--- src/hdl/tcw_pkg.sv ---
// Shared types and constants of the text console writer.
`default_nettype none

package tcw_pkg;

    localparam int CHAR_W      = 8;
    localparam int COLOR_W     = 8;
    localparam int COLS_W      = 8;
    localparam int ROWS_W      = 7;
    localparam int RCOL_W      = 7;
    localparam int RROW_W      = 6;
    localparam int CUR_COL_W   = 8;
    localparam int CUR_ROW_W   = 7;
    localparam int CFG_IDX_W   = 1;
    localparam int CFG_DATA_W  = 8;
    localparam int QUEUE_DEPTH = 2;
    localparam int MIN_DIM     = 2;

    localparam int DEF_MAX_COLS = 128;
    localparam int DEF_MAX_ROWS = 64;

    localparam logic [COLS_W-1:0]  COLS_RESET   = 8'd80;
    localparam logic [ROWS_W-1:0]  ROWS_RESET   = 7'd25;
    localparam logic [CHAR_W-1:0]  BLANK_CHAR   = 8'h20;
    localparam logic [CHAR_W-1:0]  NEWLINE_CHAR = 8'h0a;
    localparam logic [CHAR_W-1:0]  NUL_CHAR     = 8'h00;
    localparam logic [COLOR_W-1:0] BLANK_COLOR  = 8'hf0;

    typedef enum logic [0:0] {
        OP_PUT  = 1'b0,
        OP_READ = 1'b1
    } t_op;

    typedef enum logic [CFG_IDX_W-1:0] {
        REG_COLS = 1'b0,
        REG_ROWS = 1'b1
    } t_reg_idx;

    typedef enum logic [1:0] {
        KIND_PUT,
        KIND_NEWLINE,
        KIND_READ
    } t_kind;

    typedef struct packed {
        t_kind               kind;
        logic [CHAR_W-1:0]   ch;
        logic [COLOR_W-1:0]  color;
        logic [RCOL_W-1:0]   rcol;
        logic [RROW_W-1:0]   rrow;
    } t_item;

endpackage

`default_nettype wire

--- src/hdl/tcw_front.sv ---
// Request intake: classifies each request and holds it in a short queue.
`default_nettype none

module tcw_front (
    input  wire logic                        i_clk,
    input  wire logic                        i_rst_n,
    input  wire logic                        i_valid,
    output logic                             o_stall,
    input  wire logic                        i_operation,
    input  wire logic [tcw_pkg::CHAR_W-1:0]  i_char_code,
    input  wire logic [tcw_pkg::COLOR_W-1:0] i_text_color,
    input  wire logic [tcw_pkg::RCOL_W-1:0]  i_read_col,
    input  wire logic [tcw_pkg::RROW_W-1:0]  i_read_row,
    input  wire logic                        i_busy,
    output logic                             o_q_valid,
    output tcw_pkg::t_item                   o_q_item,
    input  wire logic                        i_q_pop
);
    import tcw_pkg::*;

    localparam int PTR_W = (QUEUE_DEPTH > 1) ? $clog2(QUEUE_DEPTH) : 1;
    localparam int CNT_W = $clog2(QUEUE_DEPTH + 1);

    t_item            r_q [QUEUE_DEPTH];
    logic [PTR_W-1:0] r_wptr, n_wptr;
    logic [PTR_W-1:0] r_rptr, n_rptr;
    logic [CNT_W-1:0] r_count, n_count;
    t_item            w_item;
    logic             w_accept;
    logic             w_pop;

    // Newline and NUL both carry a blank character; a NUL put is drawn as a blank cell.
    always_comb begin
        w_item.color = i_text_color;
        w_item.rcol  = i_read_col;
        w_item.rrow  = i_read_row;
        if (t_op'(i_operation) == OP_READ) begin
            w_item.kind = KIND_READ;
            w_item.ch   = i_char_code;
        end else if (i_char_code == NEWLINE_CHAR) begin
            w_item.kind = KIND_NEWLINE;
            w_item.ch   = BLANK_CHAR;
        end else begin
            w_item.kind = KIND_PUT;
            w_item.ch   = (i_char_code == NUL_CHAR) ? BLANK_CHAR : i_char_code;
        end
    end

    assign o_stall   = (r_count == CNT_W'(QUEUE_DEPTH)) || i_busy;
    assign w_accept  = i_valid && !o_stall;
    assign o_q_valid = (r_count != '0);
    assign w_pop     = i_q_pop && o_q_valid;
    assign o_q_item  = r_q[r_rptr];

    always_comb begin
        n_wptr  = r_wptr;
        n_rptr  = r_rptr;
        n_count = r_count;
        if (w_accept) begin
            n_wptr = (r_wptr == PTR_W'(QUEUE_DEPTH - 1)) ? '0 : PTR_W'(r_wptr + 1'b1);
        end
        if (w_pop) begin
            n_rptr = (r_rptr == PTR_W'(QUEUE_DEPTH - 1)) ? '0 : PTR_W'(r_rptr + 1'b1);
        end
        if (w_accept && !w_pop) begin
            n_count = CNT_W'(r_count + 1'b1);
        end else if (w_pop && !w_accept) begin
            n_count = CNT_W'(r_count - 1'b1);
        end
    end

    always_ff @(posedge i_clk) begin
        if (!i_rst_n) begin
            r_wptr  <= '0;
            r_rptr  <= '0;
            r_count <= '0;
        end else begin
            r_wptr  <= n_wptr;
            r_rptr  <= n_rptr;
            r_count <= n_count;
        end
    end

    always_ff @(posedge i_clk) begin
        if (w_accept) begin
            r_q[r_wptr] <= w_item;
        end
    end

endmodule

`default_nettype wire

--- config.mk ---
export PLATFORM = sky130hd
export DESIGN_NAME = tcw_front
export DESIGN_NICKNAME = d
export VERILOG_FILES = /design/src/hdl/tcw_pkg.sv /design/src/hdl/tcw_front.sv
export SDC_FILE = /design/constraint.sdc
export NUM_CORES = 1
export LEC_CHECK = 0
export BUFFER_PORTS_ARGS = -buffer_cell sky130_fd_sc_hd__buf_2
export CORE_MARGIN = 5
export CORE_UTILIZATION = 51
export DETAILED_ROUTE_END_ITERATION = 12
export GPL_TIMING_DRIVEN = 1
export PLACE_DENSITY_LB_ADDON = 0.3
export SLEW_MARGIN = 15
export SYNTH_ARGS = -nofsm -noshare
export SYNTH_HDL_FRONTEND = slang
export SYNTH_SLANG_ARGS = --single-unit
--- constraint.sdc ---
create_clock -name i_clk -period 3.6 [get_ports i_clk]
set_input_delay 0.72 -clock i_clk [delete_from_list [all_inputs] [get_ports i_clk]]
set_output_delay 0.72 -clock i_clk [all_outputs]
set_load 0.05 [all_outputs]
== After elaboration in Yosys (flattened, before gate mapping) ==
Memories as Yosys holds them, arrays and structs flattened. A register that Yosys moved wholly into a read port is not among the register bits.
Cells that the tools add are included.
Widths: inputs -> output; s select.

* Bits in latches: 0
* Output and inout port bits: 33
* Bits in registers: 4
* Memories: 1
* RAM bits: 62
* Bits in read-only memories: 0
* Input port bits: 35
* Word-level logic and storage cells: 32

* $add $sub $neg: 4
* Multipliers: 0
* Shifts and indexed selects: 0
* Divide/modulo/power cells: 0
* Muxes and demuxes: 11
* Reduce and logical (&&, ||, !) cells: 11
* $lt $le $gt $ge: 0
* Equality and inequality tests: 2
* Bitwise operators: 0

{| class="wikitable"
|+ Memories
! name !! depth !! width !! rd ports !! clocked after memory_dff !! wr ports !! line !! source
|-
| r_q || 2 || 31 || 1 || 1 || 1 || tcw_front.sv:24 || <nowiki>t_item r_q [QUEUE_DEPTH];</nowiki>
|}

{| class="wikitable"
|+ Operator list
! operator !! count
|-
| $mux 10 || 1
|-
| $mux 9 || 1
|-
| $eq 8x4->1 const B || 1
|-
| $logic_not 8->1 || 1
|-
| $mux 8 || 1
|-
| $mux 1 || 6
|-
| $logic_and 1x1->1 || 4
|-
| $mux 2 || 2
|-
| $reduce_bool 2->1 || 2
|-
| $logic_not 1->1 || 3
|-
| $add 1x1->1 const B || 2
|-
| $add 2x1->2 const B || 1
|-
| $eq 2x2->1 const B || 1
|-
| $sub 2x1->2 const B || 1
|-
| $logic_or 1x1->1 || 1
|}

== Logic depth before layout (Yosys ltp) ==
Gate-level depths: netlist of the first run.

* Depth in word-level cells: 8
* Gate-level depth with buffers: 6
* Depth with buffers taken out: 6

== Worst setup path before layout of the first run ==
Ideal clock, no wire load.

* Path type: input-to-reg
* From: input i_busy
* To: memory r_q[0][0] in the netlist's numbering, enable pin
* Required time: 3,177 ps
* Library setup time: 423 ps
* Cell stages on the path: 2
* Buffers on the path: 0
* Setup slack: 738 ps
* Arrival time: 2,439 ps
* Cell sequence: nor3b_2 -> nor2b_1

* Longest elaborated chain between the ends: 5

{| class="wikitable"
|+ Ends and longest elaborated chain
! item !! line !! source
|-
| from (decl) || tcw_front.sv:14 || <nowiki>input wire logic i_busy,</nowiki>
|-
| $logic_or 1x1->1 || tcw_front.sv:49 || <nowiki>assign o_stall = (r_count == CNT_W'(QUEUE_DEPTH)) || i_busy;</nowiki>
|-
| $logic_not 1->1 || tcw_front.sv:50 || <nowiki>assign w_accept = i_valid && !o_stall;</nowiki>
|-
| $logic_and 1x1->1 || tcw_front.sv:50 ||
|-
| $mux 1 || tcw_front.sv:85 || <nowiki>if (w_accept) begin</nowiki>
|-
| $mux 1 (not written as such) || tcw_front.sv:86 || <nowiki>r_q[r_wptr] <= w_item;</nowiki>
|-
| to (decl) || tcw_front.sv:24 ||
|}

No other way between the ends.

==> results.md, run 1 <==
* Status: finished clean
* IO Count at 68
* CP Launch Type: register
* Synth Area per Inst at 19.25 um^2
* Post-Route WL at 4568 um
* Post-synth cell types at 23
* Final Hold Violating Endpoints at 0
* Synth Instances at 133
* DR iter-0 viols at 82
* Fraction of registers with async set or reset after synthesis at 0%
* Final Critical Period at 2796 ps
* Postcts setup bufs at 0
* Unrepaired setup endpoints after global routing: no
* Clock-pin slew on the worst setup and hold paths at 60 ps
* Placer Congestion at 0.6676
* CP endpoint kind: output pin
* Insertion delay to the later sink of the worst-skew pair at 330 ps
* Antenna violations before repair at 0
* Initial core utilization at 53.49%
* Core Area at 4786 um^2
* Max-cap viol count at 0
* Slew margin rel. at 42.52%
* Die H at 80.85 um
* TritonCTS clock tree: done
* Setup Skew at 8.531 ps
* Drt pass-1 iters at 4
* GR peak layer: met2
* Setup CP Type: reg -> out
* Post-CTS sizing at 0
* Met2 usage at 25.04%
* #FFs+latches synth at 67
* Clock root buffer: clkbuf_8
* Port buffer count at 67
* Largest net degree at the start of global routing at 32
* Area Overhead vs Synth at 21.95%
* Syn Nets at 169
* # H-tree levels at 3
* Setup ws final at 803.7 ps
* Synth warn at 0
* Worst Path Arrival at 2080 ps
* Post-synthesis sequential area ratio at 76.64%
* DRT antenna net count at 0
* Crit path required time at 2880 ps
* Fmax at 357.6 MHz
* Placed wire-length estimate at 3131 um
* Vias/cell at 4.877
* Total CTS buffers at 9
* CTS Buffer Depth at 2
* Setup WS pre-CTS at 1129 ps
* PD cells at 737.2 nW/um^2
* Max VDD drop at 0.4225 mV
* Setup_tns at 0 ps
* Hold Path Class: reg -> reg
* Die Area at 6537 um^2
* Leak pwr at 0.001168 uW
* Congestion Overflow GR at 0
* Worst-margin pin slew at 860.4 ps
* Final std cells w/o fill at 277
* Vias in the first global route at 1483
* First-pass GRT wire length at 6858 um
* CTS Sinks at 67
* Slew Viols, Final at 0
* Synth Cell Area at 2560 um^2
* # rows at 25
* Setup-failing EPs final at 0
* Inst Count DP at 261
* Via Count at 1351
* Post-synth EDFFs at 62
* Ys flop type: edfxtp_1
* # diodes at 0
* Drc violations at 0
* Total GRT Usage at 14.38%
* Post-layout net count at 241
* Layout cells sized above 1 at 56.19%
* GR Layer Usage met1 at 15.60%
* Die X at 80.85 um
* Max FO, Critical Path at 17
* Hold_buf cts at 0
* WL/cell at 16.49 um
* Post-route core utilization at 65.23%
* Final worst-path cycle share at 77.67%
* Met3 global-route usage at 4.878%
-- registers in the layout, indices dropped and copies added (netlist names), named ones only --
signal   cells
r_rptr       1
r_wptr       1
r_count      2
r_q         62
-- placed cells by master, fill, tap and decap left out, types with 2 or more instances in the layout --
master	count
and2_1	4
o21ai_0	2
clkinv_2	3
mux2_2	31
buf_2	67
a21boi_1	2
or2_2	2
xnor2_1	3
clkbuf_1	3
edfxtp_1	62
buf_4	2
clkbuf_8	9
dfxtp_1	5
-- power by group --
group	total [uW]	internal [uW]	switching (uW)
logic	815	252	563
registers	990	934	55.7
clock network	496	245	251
total	2300	1430	870
-- layer usage --
metal  up-vias  part of all wire (%)
met5         -                     0
met2        41                    52
met1       657                    41
met3         4                   5.9
li1        649                     -
met4         0                  0.81
-- area by class of cell --
class | instances | area, um^2
multi-input cells | 58 | 571.8
well taps | 67 | 83.83
repair buffers | 69 | 350.3
clock inverters | 4 | 18.77
flip-flops and latches | 67 | 1962
clock buffers | 12 | 135.1
fillers | 347 | 1664
-- cell families (layout without fill, tap and decap cells) --
group                      Yosys count  count (layout)  synth area share, %
DFF                                 67              67                76.64
xor gates and xnor gates             4               4                1.369
buffers and inverters                8              85                1.320
adders and majority gates            1               1               0.4887
AOI/OAI and AO/OA                    6               6                1.564
muxes                               32              32                14.03
and+or+nand+nor                     15              15                4.594
-- critical path, cell delays in order, from the launching register on --
cell and delay (ps):
dfxtp_1 790, buf_4 370, mux2_2 370, buf_2 210
-- metrics by stage --
stage	hold slack (ps)	power, uW	cell area (um^2)
after floorplan	451.4	1652	2560
after global placement	488.7	1810	2968
after detailed placement	528.9	1828	2968
after CTS	536.0	2326	3122
after global routing	562.3	2397	3122
final	532.1	2301	3122
-- synth_stat cells (2+ instances only) --
cell type  count  share of area (%)
edfxtp_1      62                 73
dfxtp_1        5                3.9
xnor2_1        3                1.0
nor2b_1        2               0.49
buf_2          3               0.59
and2_1         4               0.98
o21ai_0        2               0.39
a21boi_1       2               0.59
mux2_2        31                 14
or2_2          2               0.49
clkbuf_1       5               0.73
-- path summary, 6_finish.rpt --
path | to | from | cells past startpoint | slack (ps)
worst min-delay path | r_wptr | r_wptr | 2 | 530
worst min register to register | r_wptr | r_wptr | 2 | 530
worst max-delay path | o_q_item[21] | register | 3 | 800
worst max register to register | r_q[1][5] | r_count[0] | 4 | 1550
Note: power is estimated with default switching activity, not from simulation.
==> run 2: changes to the inputs <==
Settings changed: ABC_AREA set to 1, CORE_UTILIZATION 51 to 47.
Clock period 3.6 ns to 2.4 ns, I/O delays scaled along.
==> run 2 against run 1 <==
Compared with the run above: clock skew fell by 0.68 ps; worst hold slack lost 190 ps; worst setup slack got worse by 430 ps; critical path type unchanged; largest cell class unchanged; largest power group unchanged.
==> results.md, run 2 <==
* Top post-synthesis cells by count: edfxtp_1, mux2_2, nand2_1, inv_1, nor2_1
* Yosys top cell by area: edfxtp_1
* Placer Congestion at 0.7425 (+11%)
* Worst R2R Setup Slack at 880 ps (-670 ps)
* Post-synthesis sequential area ratio at 75.46% (-1.2 points)
* Fmax at 494.7 MHz
* Post-synth cell types at 17 (-26%)
* Clock root buffer: clkbuf_8
* Comb pwr share at 26.2% (-9.2 points)
* Core Area at 5439 um^2 (+14%)
* Design Power at 3046 uW (+32%)
* Post-synth EDFFs at 62 (unchanged)
* Setup_tns at 0 ps (unchanged)
* Drc violations at 0 (unchanged)
* DRT antenna net count at 0 (unchanged)
* Vias/cell at 4.717 (-3.3%)
* Net Sw Frac at 31.15% (-6.7 points)
* #FFs+latches synth at 67 (unchanged)
* Area Overhead vs Synth at 23.68%
* Crit path required time at 1920 ps (-960 ps)
* Largest stage delay on the critical path at 380 ps (-410 ps)
* Hold_buf cts at 0 (unchanged)
* Reg2Reg Depth at 5 (+1)
* Hold_sp: i_read_row[4]
* Unrepaired setup endpoints after global routing: no
* Final Hold Violating Endpoints at 0 (unchanged)
* Status: finished clean
* Count leader, synth: edfxtp_1
* TritonCTS clock tree: done
* Post-layout net count at 271 (+12%)
* Syn Nets at 196 (+16%)
* Clock network power share at 28.2% (+6.7 points)
* Hold Path Class: in -> reg
* Post-Route WL at 4371 um (-4.3%)
* Max reg flops at 62 (unchanged)
* Synth Instances at 160 (+20%)
* Top reg by flops: r_q
* CP endpoint kind: output pin
* Total GRT Usage at 13.06% (-1.3 points)
* CP Launch Type: register
* Synth Area per Inst at 16.25 um^2 (-16%)
* Layout cells sized above 1 at 50.21% (-6.0 points)
* CP Cell Sequence: buf_4 -> mux2_2 -> buf_2
* Vias in the first global route at 1563 (+5.4%)
* Worst-margin pin slew at 420.8 ps (-439.7 ps)
* # H-tree levels at 3 (unchanged)
* Synth Cell Area at 2600 um^2 (+1.6%)
* IO Count at 68 (unchanged)
* CTS Sinks at 67 (unchanged)
* Setup CP Type: reg -> out
* WL/cell at 14.05 um (-15%)
* Post-CTS sizing at 0 (unchanged)
* Placed wire-length estimate at 3048 um (-2.6%)
* Final worst-path cycle share at 84.22%
* Most frequent cells in the layout: buf_2, edfxtp_1, mux2_2, nand2_1, inv_1
* Leak pwr at 0.001276 uW (+9.2%)
* Slew Viols, Final at 0 (unchanged)
* Cell family with most CP delay: buffers and inverters
* PD cells at 947.3 nW/um^2 (+29%)
* Bufs and invs on worst path at 2 (unchanged)
* Die H at 84.38 um (+4.4%)
* Slew margin rel. at 71.95% (+29 points)
* Total CTS buffers at 9 (unchanged)
* Area share of the largest cell type after synthesis at 71.61% (-1.1 points)
* Die Area at 7119 um^2 (+8.9%)
* Final Critical Period at 2021 ps
* Initial core utilization at 47.80% (-5.7 points)
* Cell internal pwr at 2097 uW (+47%)
* # diodes at 0 (unchanged)
* # rows at 27 (+8.0%)
* Final Cell Area at 3216 um^2 (+3.0%)
* Port buffer count at 67 (unchanged)
* Antenna violations before repair at 0 (unchanged)
* R2r endpoint: r_q[0][2]
* Top post-synthesis cells by area: edfxtp_1, mux2_2, dfxtp_1, nand2_1, inv_1
* Clock-pin slew on the worst setup and hold paths at 70 ps (about the same)
* Die X at 84.38 um (+4.4%)
* Setup-failing EPs final at 0 (unchanged)
* Sequential Power Share at 45.6% (+2.6 points)
* First-pass GRT wire length at 7031 um (+2.5%)
* Synth warn at 0 (unchanged)
* DR iter-0 viols at 49 (-40%)
* Ys flop type: edfxtp_1
* Critical Path Stages at 3 (unchanged)
* Via Count at 1467 (+8.6%)
* Largest regs: r_q (62), r_count (2)
* Commonest non-fill, non-tap cell in the layout: buf_2
* CTS Buffer Depth at 2 (unchanged)
* Area after DPL at 3030 um^2 (+2.1%)
* Insertion delay to the later sink of the worst-skew pair at 320 ps (about the same)
* R2r startpoint: r_count[0]
* Max VDD drop at 0.4818 mV (+14%)
* Postcts setup bufs at 0 (unchanged)
* Largest net degree at the start of global routing at 32 (unchanged)
* Max FO, Critical Path at 21 (+4)
* Worst Path Arrival at 1540 ps (-540 ps)
* Sw power at 948.9 uW (+9.1%)
* Congestion Overflow GR at 0 (unchanged)
* Max-cap viol count at 0 (unchanged)
* Fraction of registers with async set or reset after synthesis at 0% (unchanged)
* Drt pass-1 iters at 4 (unchanged)
* CP max-delay cell: mux2_2
* Setup Skew at 7.855 ps (-0.6762 ps)
* Worst setup path endpoint: o_q_item[18]
## run 2: cell count changes after synthesis, moves of 3 or more
| cell | change |
|---|---|
| buf_6 | +3 |
| inv_1 | +14 |
| xnor2_1 | -3 |
| and2_1 | -4 |
| nor2_1 | +12 |
| buf_2 | -3 |
| nand2_1 | +17 |
## run 2: worst min-delay path by stage
stage / end / cells past startpoint
3_3_place_gp: r_rptr / 2
5_1_grt: r_q[1][12] / 1
2_1_floorplan: register / 2
3_5_place_dp: r_rptr / 2
4_1_cts: r_q[1][10] / 1
6_report: r_q[1][4] / 1
## run 2: final cells by class
type                            count  area (um^2)
Multi-Input combinational cell     70        536.8
Clock buffer                       12        145.1
Clock inverter                      3        40.04
Tap cell                           72        90.09
Timing Repair Buffer               72        385.4
Fill cell                         461         2223
Inverter                           15        56.30
Sequential cell                    67         1962
## run 2: per-stage QoR
step                      setup WS, ps  instances  util [%]  hold WS, ps
after floorplan                  5.741        160         -        466.9
after global placement           727.5        296     55.72        482.4
after detailed placement         709.0        296     55.72        496.0
after CTS                        342.3        311     59.12        326.0
after global routing             309.9        311     59.12        321.1
final                            378.6        311     59.12        345.0
## run 2: power groups by stage
| stage | Sequential [uW] | Clock (uW) | Combinational (uW) |
|---|---|---|---|
| finish | 1390 | 860 | 797 |
| detailed placement | 1410 | 0 | 803 |
| global placement | 1410 | 0 | 795 |
| CTS | 1390 | 888 | 807 |
| floorplan | 1410 | 0 | 634 |
| global route | 1390 | 955 | 848 |
## run 2: metal layers
metal | track usage (%) | share of wire (%) | vias to the layer above | wire (um)
met2 | 22.09 | 50 | 45 | 2177
li1 | - | - | 719 | -
met3 | 4.907 | 7.2 | 8 | 315
met4 | 6.475 | 1.9 | 0 | 83
met5 | 0 | 0 | - | 0
met1 | 14.44 | 41 | 695 | 1794
## run 2: kinds of logic (layout without fill, tap and decap cells)
| family | Yosys count | after routing | share of synthesized area [%] |
|---|---|---|---|
| simple gates | 35 | 35 | 5.774 |
| flops | 67 | 67 | 75.46 |
| compound gates | 3 | 3 | 0.6735 |
| buf+inv | 23 | 102 | 4.187 |
| mux | 31 | 31 | 13.43 |
| fa+ha+maj | 1 | 1 | 0.4812 |
